### src/rtl/spq_pkg.sv
`default_nettype none
package spq_pkg;

  localparam int CAPACITY = 16;
  localparam int CNT_W    = $clog2(CAPACITY + 1);
  localparam int OCC_W    = 5;

  typedef enum logic [1:0] {
    OP_INSERT    = 2'd0,
    OP_POP_HIGH  = 2'd1,
    OP_POP_LOW   = 2'd2,
    OP_REMOVE_ID = 2'd3
  } op_t;

  typedef enum logic [1:0] {
    ST_OK   = 2'd0,
    ST_MISS = 2'd1,
    ST_FULL = 2'd2
  } status_t;

  typedef enum logic {
    S_IDLE  = 1'b0,
    S_APPLY = 1'b1
  } state_t;

  typedef struct packed {
    op_t         operation;
    logic [15:0] entry_id;
    logic [7:0]  priority_req;
  } cmd_item_t;

  typedef struct packed {
    status_t     status;
    logic [15:0] out_id;
    logic [7:0]  out_priority;
    logic [4:0]  occupancy;
  } result_item_t;

  typedef struct packed {
    logic [15:0] id;
    logic [7:0]  prio;
  } entry_t;

  // control broadcast from the sequencer to every cell
  typedef struct packed {
    logic capture;
    logic apply;
    logic insert_en;
    op_t  op;
  } cell_ctl_t;

endpackage
`default_nettype wire

### src/rtl/spq_cell.sv
`default_nettype none
module spq_cell (
  input  wire logic               clk,
  input  wire logic               rst,
  input  wire spq_pkg::cell_ctl_t ctl,
  input  wire spq_pkg::entry_t    req,
  input  wire spq_pkg::entry_t    new_entry,
  input  wire logic               left_ge,
  input  wire logic               left_valid,
  input  wire spq_pkg::entry_t    left_entry,
  input  wire logic               right_valid,
  input  wire spq_pkg::entry_t    right_entry,
  input  wire logic               seen_in,
  output spq_pkg::entry_t         entry,
  output logic                    valid,
  output logic                    ge,
  output logic                    seen_out,
  output spq_pkg::entry_t         taken
);
  import spq_pkg::*;

  logic kill;
  logic first;

  assign first    = kill & ~seen_in;
  assign seen_out = seen_in | kill;
  assign taken    = first ? entry : '0;

  // compare flags are taken at the accept edge, while the row is stable
  always_ff @(posedge clk) begin
    if (ctl.capture) begin
      ge <= valid & (entry.prio >= req.prio);
      case (ctl.op)
        OP_POP_HIGH:  kill <= valid;
        OP_POP_LOW:   kill <= valid & ~right_valid;
        OP_REMOVE_ID: kill <= valid & (entry.id == req.id);
        default:      kill <= 1'b0;
      endcase
    end
  end

  always_ff @(posedge clk) begin
    if (rst) begin
      valid <= 1'b0;
    end else if (ctl.apply) begin
      if (ctl.op == OP_INSERT) begin
        if (ctl.insert_en && !ge) begin
          valid <= left_ge ? 1'b1 : left_valid;
        end
      end else if (seen_out) begin
        valid <= right_valid;
      end
    end
  end

  always_ff @(posedge clk) begin
    if (ctl.apply) begin
      if (ctl.op == OP_INSERT) begin
        if (ctl.insert_en && !ge) begin
          entry <= left_ge ? new_entry : left_entry;
        end
      end else if (seen_out) begin
        // close the gap: pull from the right neighbor
        entry <= right_entry;
      end
    end
  end

endmodule
`default_nettype wire

### src/rtl/sorted_priority_queue.sv
`default_nettype none
// Channel   Ports                        Beat
// command   start, busy, cmd             start high and busy low at a rising edge
// result    result_valid, result         one cycle with result_valid high
//
// Every command runs as follows: the accept edge latches compare flags in
// all cells, the next edge shifts the row of cells and registers the result.
// The result strobe shows in the cycle after that, when a new command may
// already be accepted. Reset empties the queue at once (valid bits only).
// The receiver cannot stall; busy alone holds off commands.
module sorted_priority_queue (
  input  wire logic                  clk,
  input  wire logic                  rst,
  input  wire logic                  start,
  output logic                       busy,
  input  wire spq_pkg::cmd_item_t    cmd,
  output logic                       result_valid,
  output spq_pkg::result_item_t      result
);
  import spq_pkg::*;

  state_t state, state_next;
  cell_ctl_t ctl;
  logic accept;

  op_t              op_q;
  entry_t           new_q;
  logic             full_q;
  logic [CNT_W-1:0] count;

  entry_t               cmd_entry;
  entry_t               ents   [CAPACITY];
  entry_t               takens [CAPACITY];
  entry_t               lents  [CAPACITY];
  entry_t               rents  [CAPACITY];
  logic [CAPACITY-1:0]  vlds, ges, seens, lges, lvlds, rvlds, seen_ins;
  entry_t               taken_any;
  logic                 hit;

  assign accept    = start & ~busy;
  assign cmd_entry = '{id: cmd.entry_id, prio: cmd.priority_req};
  assign hit       = seens[CAPACITY-1];

  always_comb begin
    state_next = state;
    case (state)
      S_IDLE:  if (accept) state_next = S_APPLY;
      S_APPLY: state_next = S_IDLE;
      default: state_next = S_IDLE;
    endcase
  end

  always_comb begin
    busy          = (state == S_APPLY);
    ctl.capture   = accept;
    ctl.apply     = (state == S_APPLY);
    ctl.insert_en = ~full_q;
    ctl.op        = accept ? cmd.operation : op_q;
  end

  always_ff @(posedge clk) begin
    if (rst) begin
      state <= S_IDLE;
    end else begin
      state <= state_next;
    end
  end

  always_ff @(posedge clk) begin
    if (accept) begin
      op_q   <= cmd.operation;
      new_q  <= cmd_entry;
      full_q <= (count >= CNT_W'(CAPACITY));
    end
  end

  for (genvar i = 0; i < CAPACITY; i++) begin : g_cell
    if (i == 0) begin : g_head
      assign lges[i]     = 1'b1;
      assign lvlds[i]    = 1'b1;
      assign lents[i]    = '0;
      assign seen_ins[i] = 1'b0;
    end else begin : g_mid
      assign lges[i]     = ges[i-1];
      assign lvlds[i]    = vlds[i-1];
      assign lents[i]    = ents[i-1];
      assign seen_ins[i] = seens[i-1];
    end
    if (i == CAPACITY - 1) begin : g_tail
      assign rvlds[i] = 1'b0;
      assign rents[i] = '0;
    end else begin : g_body
      assign rvlds[i] = vlds[i+1];
      assign rents[i] = ents[i+1];
    end

    spq_cell u_cell (
      .clk         (clk),
      .rst         (rst),
      .ctl         (ctl),
      .req         (cmd_entry),
      .new_entry   (new_q),
      .left_ge     (lges[i]),
      .left_valid  (lvlds[i]),
      .left_entry  (lents[i]),
      .right_valid (rvlds[i]),
      .right_entry (rents[i]),
      .seen_in     (seen_ins[i]),
      .entry       (ents[i]),
      .valid       (vlds[i]),
      .ge          (ges[i]),
      .seen_out    (seens[i]),
      .taken       (takens[i])
    );
  end

  // at most one cell drives a nonzero entry
  always_comb begin
    taken_any = '0;
    for (int i = 0; i < CAPACITY; i++) begin
      taken_any = taken_any | takens[i];
    end
  end

  always_ff @(posedge clk) begin
    if (rst) begin
      result_valid <= 1'b0;
      count        <= '0;
    end else begin
      result_valid <= (state == S_APPLY);
      if (state == S_APPLY) begin
        if (op_q == OP_INSERT) begin
          if (!full_q) count <= count + CNT_W'(1);
        end else if (hit) begin
          count <= count - CNT_W'(1);
        end
      end
    end
  end

  always_ff @(posedge clk) begin
    if (state == S_APPLY) begin
      result.out_id       <= taken_any.id;
      result.out_priority <= taken_any.prio;
      if (op_q == OP_INSERT) begin
        result.status    <= full_q ? ST_FULL : ST_OK;
        result.occupancy <= OCC_W'(full_q ? count : count + CNT_W'(1));
      end else begin
        result.status    <= hit ? ST_OK : ST_MISS;
        result.occupancy <= OCC_W'(hit ? count - CNT_W'(1) : count);
      end
    end
  end

endmodule
`default_nettype wire

### config.mk
export PLATFORM = sky130hd
export DESIGN_NAME = sorted_priority_queue
export DESIGN_NICKNAME = d
export VERILOG_FILES = /design/src/rtl/spq_pkg.sv /design/src/rtl/spq_cell.sv /design/src/rtl/sorted_priority_queue.sv
export SDC_FILE = /design/constraint.sdc
export NUM_CORES = 1
export LEC_CHECK = 0
export BUFFER_PORTS_ARGS = -buffer_cell sky130_fd_sc_hd__buf_4
export CAP_MARGIN = 20
export CORE_MARGIN = 4
export CORE_UTILIZATION = 65
export DETAILED_ROUTE_END_ITERATION = 8
export PLACE_DENSITY = 0.85
export SETUP_SLACK_MARGIN = 0.02
export SLEW_MARGIN = 40
export SYNTH_ARGS = -nofsm -noshare
export SYNTH_HDL_FRONTEND = slang
export SYNTH_HIERARCHICAL = 1
export SYNTH_SLANG_ARGS = --single-unit
### constraint.sdc
create_clock -name clk -period 10.4 [get_ports clk]
set_input_delay 3.12 -clock clk [delete_from_list [all_inputs] [get_ports clk]]
set_output_delay 3.12 -clock clk [all_outputs]
set_load 0.01 [all_outputs]
==> results.toml, run 1 <==
[power]
sw_frac_of_total_pct = 29.01
intPower_mw = 3.901
clock_power_share_pct = 36.0
p_per_area_nw_per_um2 = 148.3
power.switching_mw = 1.595
peakVddDrop_uv = 129.5
p_leak_nw = 15.33
p_seq_share_pct = 46.9
combinationalPowerShare_pct = 17.1

[global_routing]
antenna_found_initial = 5
track_usage_pct = 34.74
grt.overflow.total = 0
grt_max_degree = 72
grt_pass1_vias = 25950
grt_pass1_wl_microns = 153200

[sta]
final.min_clock_period_ns = 6.538
tns_ns = 0
skew_ns = 0.01586
fin_crit_sh_pct = 62.87
relSlewSlack_pct = 39.54
setup_viol = 0
max_freq_mhz = 153.0
rsz0062_at_grt = "no"
hold_violations = 0
slew_violations = 0
tightestPinTransition_ns = 0.8986

[hold_path]
min_path_type = "flop to flop"
min-delay-start = "count[4]$_SDFFE_PP0P_"
min_path_cells = 0
hold_end = "full_q$_DFFE_PP_"

[floorplan]
die_area_sq_um = 55640
die_h_microns = 235.9
rows = 83
coreArea_sq_um = 51410
boundaryPins = 62
die_w_microns = 235.9
initial_utilization_pct = 65.66

[placement]
port_buffers = 61
place_area_sq_um = 34980
dp_hpwl_microns = 73840
placed_cells = 4034
place.gp.congestion = 0.9378

[clock_tree]
postCtsSetupBuffers = 0
cts_sinks = 497
hold_buffers = 0
tritoncts = "done"
clkLatencyLatePin_ns = 0.63
numCtsBuffers = 56
cts_max_level = 2
post_cts_resized = 0
path_clk_slew_ns = 0.06
cts_root_buffer = "clkbuf_16"
cts_buffer_depth = 3

[synth]
ys_types = 42
yosys.area.top_type = "edfxtp_1"
synthTopCellsByCount = "edfxtp_1, nand2_1, and2_1, o21ai_0, mux2i_1"
synthArstFlopShare_pct = 0
synth-seq-cells = 497
syn_area_per_cell_sq_um = 10.05
synth_edf_count = 472
synth_area_sq_um = 33750
synth-main-ff-cell = "edfxtp_1"
yosysWarnings = 6
syn-instance-count = 3359
ys_seq_area_share_pct = 43.47
synth_area_leaders = "edfxtp_1, mux2i_1, and2_1"
yosysMostFrequentCell = "edfxtp_1"
synth_top_area_share_pct = 41.99

[layout]
synthToLayoutAreaGrowth_pct = 9.804
design.final.nets = 3585
drive_gt1_share_pct = 8.415
final_cell_count_no_fill = 4150
final_cell_area_sq_um = 37060
n_antenna_cell = 0

[setup_path]
path_buf_inv = 0
rrSetupSlack_ns = 3.86
endpoint_kind = "flop"
required_ns = 10.77
startpoint = "g_cell[0].u_cell/kill$_DFFE_PP_"
cp_slowest_cell = "edfxtp_1"
critPathKind = "flop to flop"
cp_slowest_stage_delay_ns = 0.42
worstSetupStartpointType = "flop"
cpLargestDelayFamily = "simple AND/OR/NAND/NOR gates"
worst_r2r_startpoint = "g_cell[0].u_cell/kill$_DFFE_PP_"
path_common_cell = "or2_2"
crit_chain = "or2_2 -> or2_2 -> or2_2 -> or2_2 -> or2_2 -> or2_2 -> or2_2 -> or2_2 -> or2_2 -> or2_2 -> or2_2 -> or2_2 -> or2_2 -> or2_2 -> or2_2 -> or2_2 -> or3b_2 -> o22ai_1 -> xnor2_1"
ff2ff_path_depth = 19
crit_fanout = 6
crit_arrival_ns = 6.90
r2r_end = "result[3]$_DFFE_PP_"

[routing]
drtIter0Drc = 2887
antenna_left = 0
avgRoutedWirePerCell_microns = 24.30
totalWireLength_microns = 100800
avgViaCountPerCell = 6.479
drc_errors = 0
via_count = 26890
first_pass_iters = 6

[status]
outcome = "complete, no violations"

[run]
maxCapViolations = 0
-- cell usage in the layout (no fill, tap or decap), drive strengths merged, types with 52 or more instances in the layout --
master | synthesis | final
mux2i | 384 | 384
inv | 166 | 168
clkbuf | 97 | 81
o21ai | 385 | 385
and2 | 385 | 385
a21oi | 52 | 52
nand2 | 389 | 389
edfxtp | 472 | 472
buf | 64 | 116
xor2 | 242 | 242
nor4 | 144 | 144
ha | 131 | 131
conb | 2 | 55
-- sequential cells by signal, indices dropped and copies added (netlist names) --
register / flops
full_q: 1
new_q: 24
op_q: 2
g_cell.u_cell/ge: 16
result_valid: 1
g_cell.u_cell/entry: 384
g_cell.u_cell/kill: 16
result: 31
count: 5
busy: 1
g_cell.u_cell/valid: 16
-- power groups by stage --
stage / Sequential (mW) / Clock [mW] / Combinational [mW]
final: 2.57 / 1.98 / 0.940
after CTS: 2.57 / 1.99 / 0.901
after global placement: 2.60 / 0 / 0.838
after detailed placement: 2.61 / 0 / 0.895
after global routing: 2.59 / 2.08 / 1.03
after floorplan: 2.53 / 0 / 0.660
-- cells by family after synthesis --
logic type,Yosys count,synth area share (%)
and+or+nand+nor,1148,18.57
AOI/OAI and AO/OA,606,10.96
DFF,497,43.47
muxes,386,11.45
buffers and inverters,327,3.874
xor gates and xnor gates,262,6.798
adders and majority gates,131,4.856
other,2,0.02225
-- worst max-delay path by stage --
stage                                               end  cells after the start
finish                              result[3]$_DFFE_PP_                     19
CTS                                 result[3]$_DFFE_PP_                     19
global placement    g_cell[1].u_cell/valid$_SDFFE_PP0P_                      9
global route                       result[26]$_DFFE_PP_                     20
floorplan           g_cell[0].u_cell/valid$_SDFFE_PP0P_                      6
detailed placement  g_cell[6].u_cell/valid$_SDFFE_PP0P_                      9
-- metrics by stage --
stage	worst slack (ns)	total power, mW	hold WS, ns	util (%)
after floorplan	2.001	3.191	0.4885	-
after global placement	3.799	3.440	0.4887	67.81
after detailed placement	3.787	3.504	0.5017	68.06
after CTS	3.928	5.464	0.5207	71.58
after global routing	3.659	5.697	0.5227	72.10
final	3.862	5.496	0.5237	72.10
-- layer usage --
| layer | up-vias | part of all wire (%) | routed length (microns) | track usage, % |
|---|---|---|---|---|
| met5 | - | 0.046 | 46 | 0 |
| met4 | 6 | 3.4 | 3399 | 11.46 |
| met3 | 206 | 10 | 10490 | 7.459 |
| met2 | 1500 | 45 | 45220 | 53.96 |
| met1 | 13020 | 41 | 41660 | 48.97 |
| li1 | 12160 | - | - | - |
-- area by class of cell --
cell class	count	area [sq um]
inverters	166	623.1
flip-flops and latches	497	14680
multi-input cells	2588	18040
repair buffers	116	1069
fillers	3734	14340
well taps	680	850.8
clock inverters	22	182.7
clock buffers	81	1627
Power figures use the tool's default switching activity.
==> run 2: changes to the inputs <==
- CORE_UTILIZATION: 65 -> 58
- PLACE_DENSITY: 0.85 -> 0.8
- clock period: 10.4 -> 5.6 ns (I/O delays scaled with it)
==> results.toml, run 2 (same netlist as run 1, synthesis figures left out) <==
[status]
outcome = "complete, no violations"

[layout]
final_core_util_pct = 64.92
design.final.nets = 3601
most-common-layout-cells = "edfxtp_1, nand2_1, and2_1"
drive_gt1_share_pct = 9.007
final_cell_area_sq_um = 37460
largest_reg_flops = 384
regMostFlops = "g_cell.u_cell/entry"
reg_top3 = "g_cell.u_cell/entry: 384 flops, result: 31 flops, new_q: 24 flops"
layout_commonest_cell = "edfxtp_1"
synthToLayoutAreaGrowth_pct = 10.97

[power]
p_seq_share_pct = 46.0
peakVddDrop_uv = 268.5
combinationalPowerShare_pct = 16.7
sw_frac_of_total_pct = 28.43
power.switching_mw = 2.950
clock_power_share_pct = 37.2
intPower_mw = 7.427
p_per_area_nw_per_um2 = 277.0
power_mw = 10.38
p_leak_nw = 15.48

[clock_tree]
cts_buffer_depth = 3
clkLatencyLatePin_ns = 0.62
cts_max_level = 2
path_clk_slew_ns = 0.06
cts_root_buffer = "clkbuf_16"
cts_sinks = 497
numCtsBuffers = 55
tritoncts = "done"
hold_buffers = 0

[placement]
port_buffers = 61
place_area_sq_um = 35310
dp_hpwl_microns = 71650
dp_slack_ns = -0.5364
place.gp.congestion = 0.9332

[floorplan]
die_w_microns = 249.2
coreArea_sq_um = 57700
boundaryPins = 62
rows = 88
die_area_sq_um = 62120
initial_utilization_pct = 58.51
die_h_microns = 249.2

[global_routing]
track_usage_pct = 29.94
grtUsageMet1_pct = 42.64
grt.busiest_layer = "met2"
grt_util_met3_pct = 4.542
antenna_found_initial = 2
grt_pass1_vias = 25090
grtUsageMet2_pct = 47.99
grt_max_degree = 78
grt_pass1_wl_microns = 149100
grt.overflow.total = 0

[sta]
tightestPinTransition_ns = 1.003
setup_viol = 0
slew_violations = 0
fin_crit_sh_pct = 97.32
relSlewSlack_pct = 32.50
hold_violations = 0
final.min_clock_period_ns = 5.450
skew_ns = 0.02620
rsz0062_at_grt = "no"
setup_slack_ns = 0.1501
max_freq_mhz = 183.5

[setup_path]
worstSetupStartpointType = "flop"
crit_fanout = 5
required_ns = 5.95
endpoint_kind = "flop"
crit_arrival_ns = 5.80
critPathKind = "flop to flop"

[routing]
drtIter0Drc = 3117
totalWireLength_microns = 96720
first_pass_iters = 7
antenna_left = 0
drc_errors = 0
avgRoutedWirePerCell_microns = 22.74
via_count = 26330
avgViaCountPerCell = 6.191

[run]
maxCapViolations = 0

[hold_path]
min_path_type = "flop to flop"
==> run 2: cell types whose count changed in the layout (fill, tap and decap cells not counted), sizes merged <==
cell	before	now
inv	168	166
diode	0	2
bufinv	3	10
clkbuf	81	63
buf	116	133
clkinv	17	29
==> run 2: power by group through the flow <==
| stage | sequential [mW] | combinational (mW) | clock [mW] |
|---|---|---|---|
| after floorplan | 4.70 | 1.23 | 0 |
| after global placement | 4.83 | 1.58 | 0 |
| after detailed placement | 4.83 | 1.66 | 0 |
| after CTS | 4.76 | 1.68 | 3.89 |
| after global routing | 4.80 | 1.93 | 4.04 |
| final | 4.78 | 1.74 | 3.86 |
==> run 2: critical path, cell delays in order (launching register included) <==
cell and delay, ns:
edfxtp_1 0.38, or2_4 0.23, or2_2 0.30, or2_4 0.26, or2_4 0.26, or2_4 0.26
or2_2 0.31, or2_4 0.26, or2_4 0.26, or2_2 0.30, or2_4 0.26, or2_4 0.25
or2_4 0.25, or2_2 0.31, or2_4 0.26, or2_2 0.31, or2_4 0.29, or3b_2 0.21
o22ai_2 0.09, xnor2_1 0.14
==> run 2: final timing paths <==
path	depth (start not counted)	start	end	slack, ns
worst max register to register	19	g_cell[0].u_cell/kill$_DFFE_PP_	result[3]$_DFFE_PP_	0.15
worst min register to register	0	count[4]$_SDFFE_PP0P_	full_q$_DFFE_PP_	0.51
worst max-delay path	19	g_cell[0].u_cell/kill$_DFFE_PP_	result[3]$_DFFE_PP_	0.15
worst min-delay path	0	count[4]$_SDFFE_PP0P_	full_q$_DFFE_PP_	0.51
==> run 2: routing by layer <==
metal / wire length, microns / up-vias
met5: 13 / -
met4: 2736 / 2
met3: 8558 / 188
met2: 44340 / 1299
met1: 41070 / 12680
li1: - / 12170
==> run 2: layout make-up <==
| type | instances | area, sq um |
|---|---|---|
| antenna | 2 | 5.005 |
| tap | 765 | 957.2 |
| timing repair buffer | 133 | 1187 |
| clock buffer | 63 | 1459 |
| inverter | 166 | 623.1 |
| multi-input combinational | 2588 | 18130 |
| sequential | 497 | 14680 |
| clock inverter | 39 | 422.9 |
| fill | 4522 | 20240 |
==> run 2: per-stage QoR <==
stage,hold slack (ns),cells,TNS (ns)
2_1_floorplan,0.4885,3412,-900.61
3_3_place_gp,0.4900,4135,-19.52
3_5_place_dp,0.4967,4143,-22.34
4_1_cts,0.5115,4246,0
5_1_grt,0.5292,4252,0
6_report,0.5096,4253,0
==> run 2: repair_timing <==
| item | CTS | global route |
|---|---|---|
| resized for setup | 10 | 4 |
| pin swaps | 2 | 4 |
| setup buffers | 1 | 0 |
| endpoints found under the setup margin | 84 | 59 |
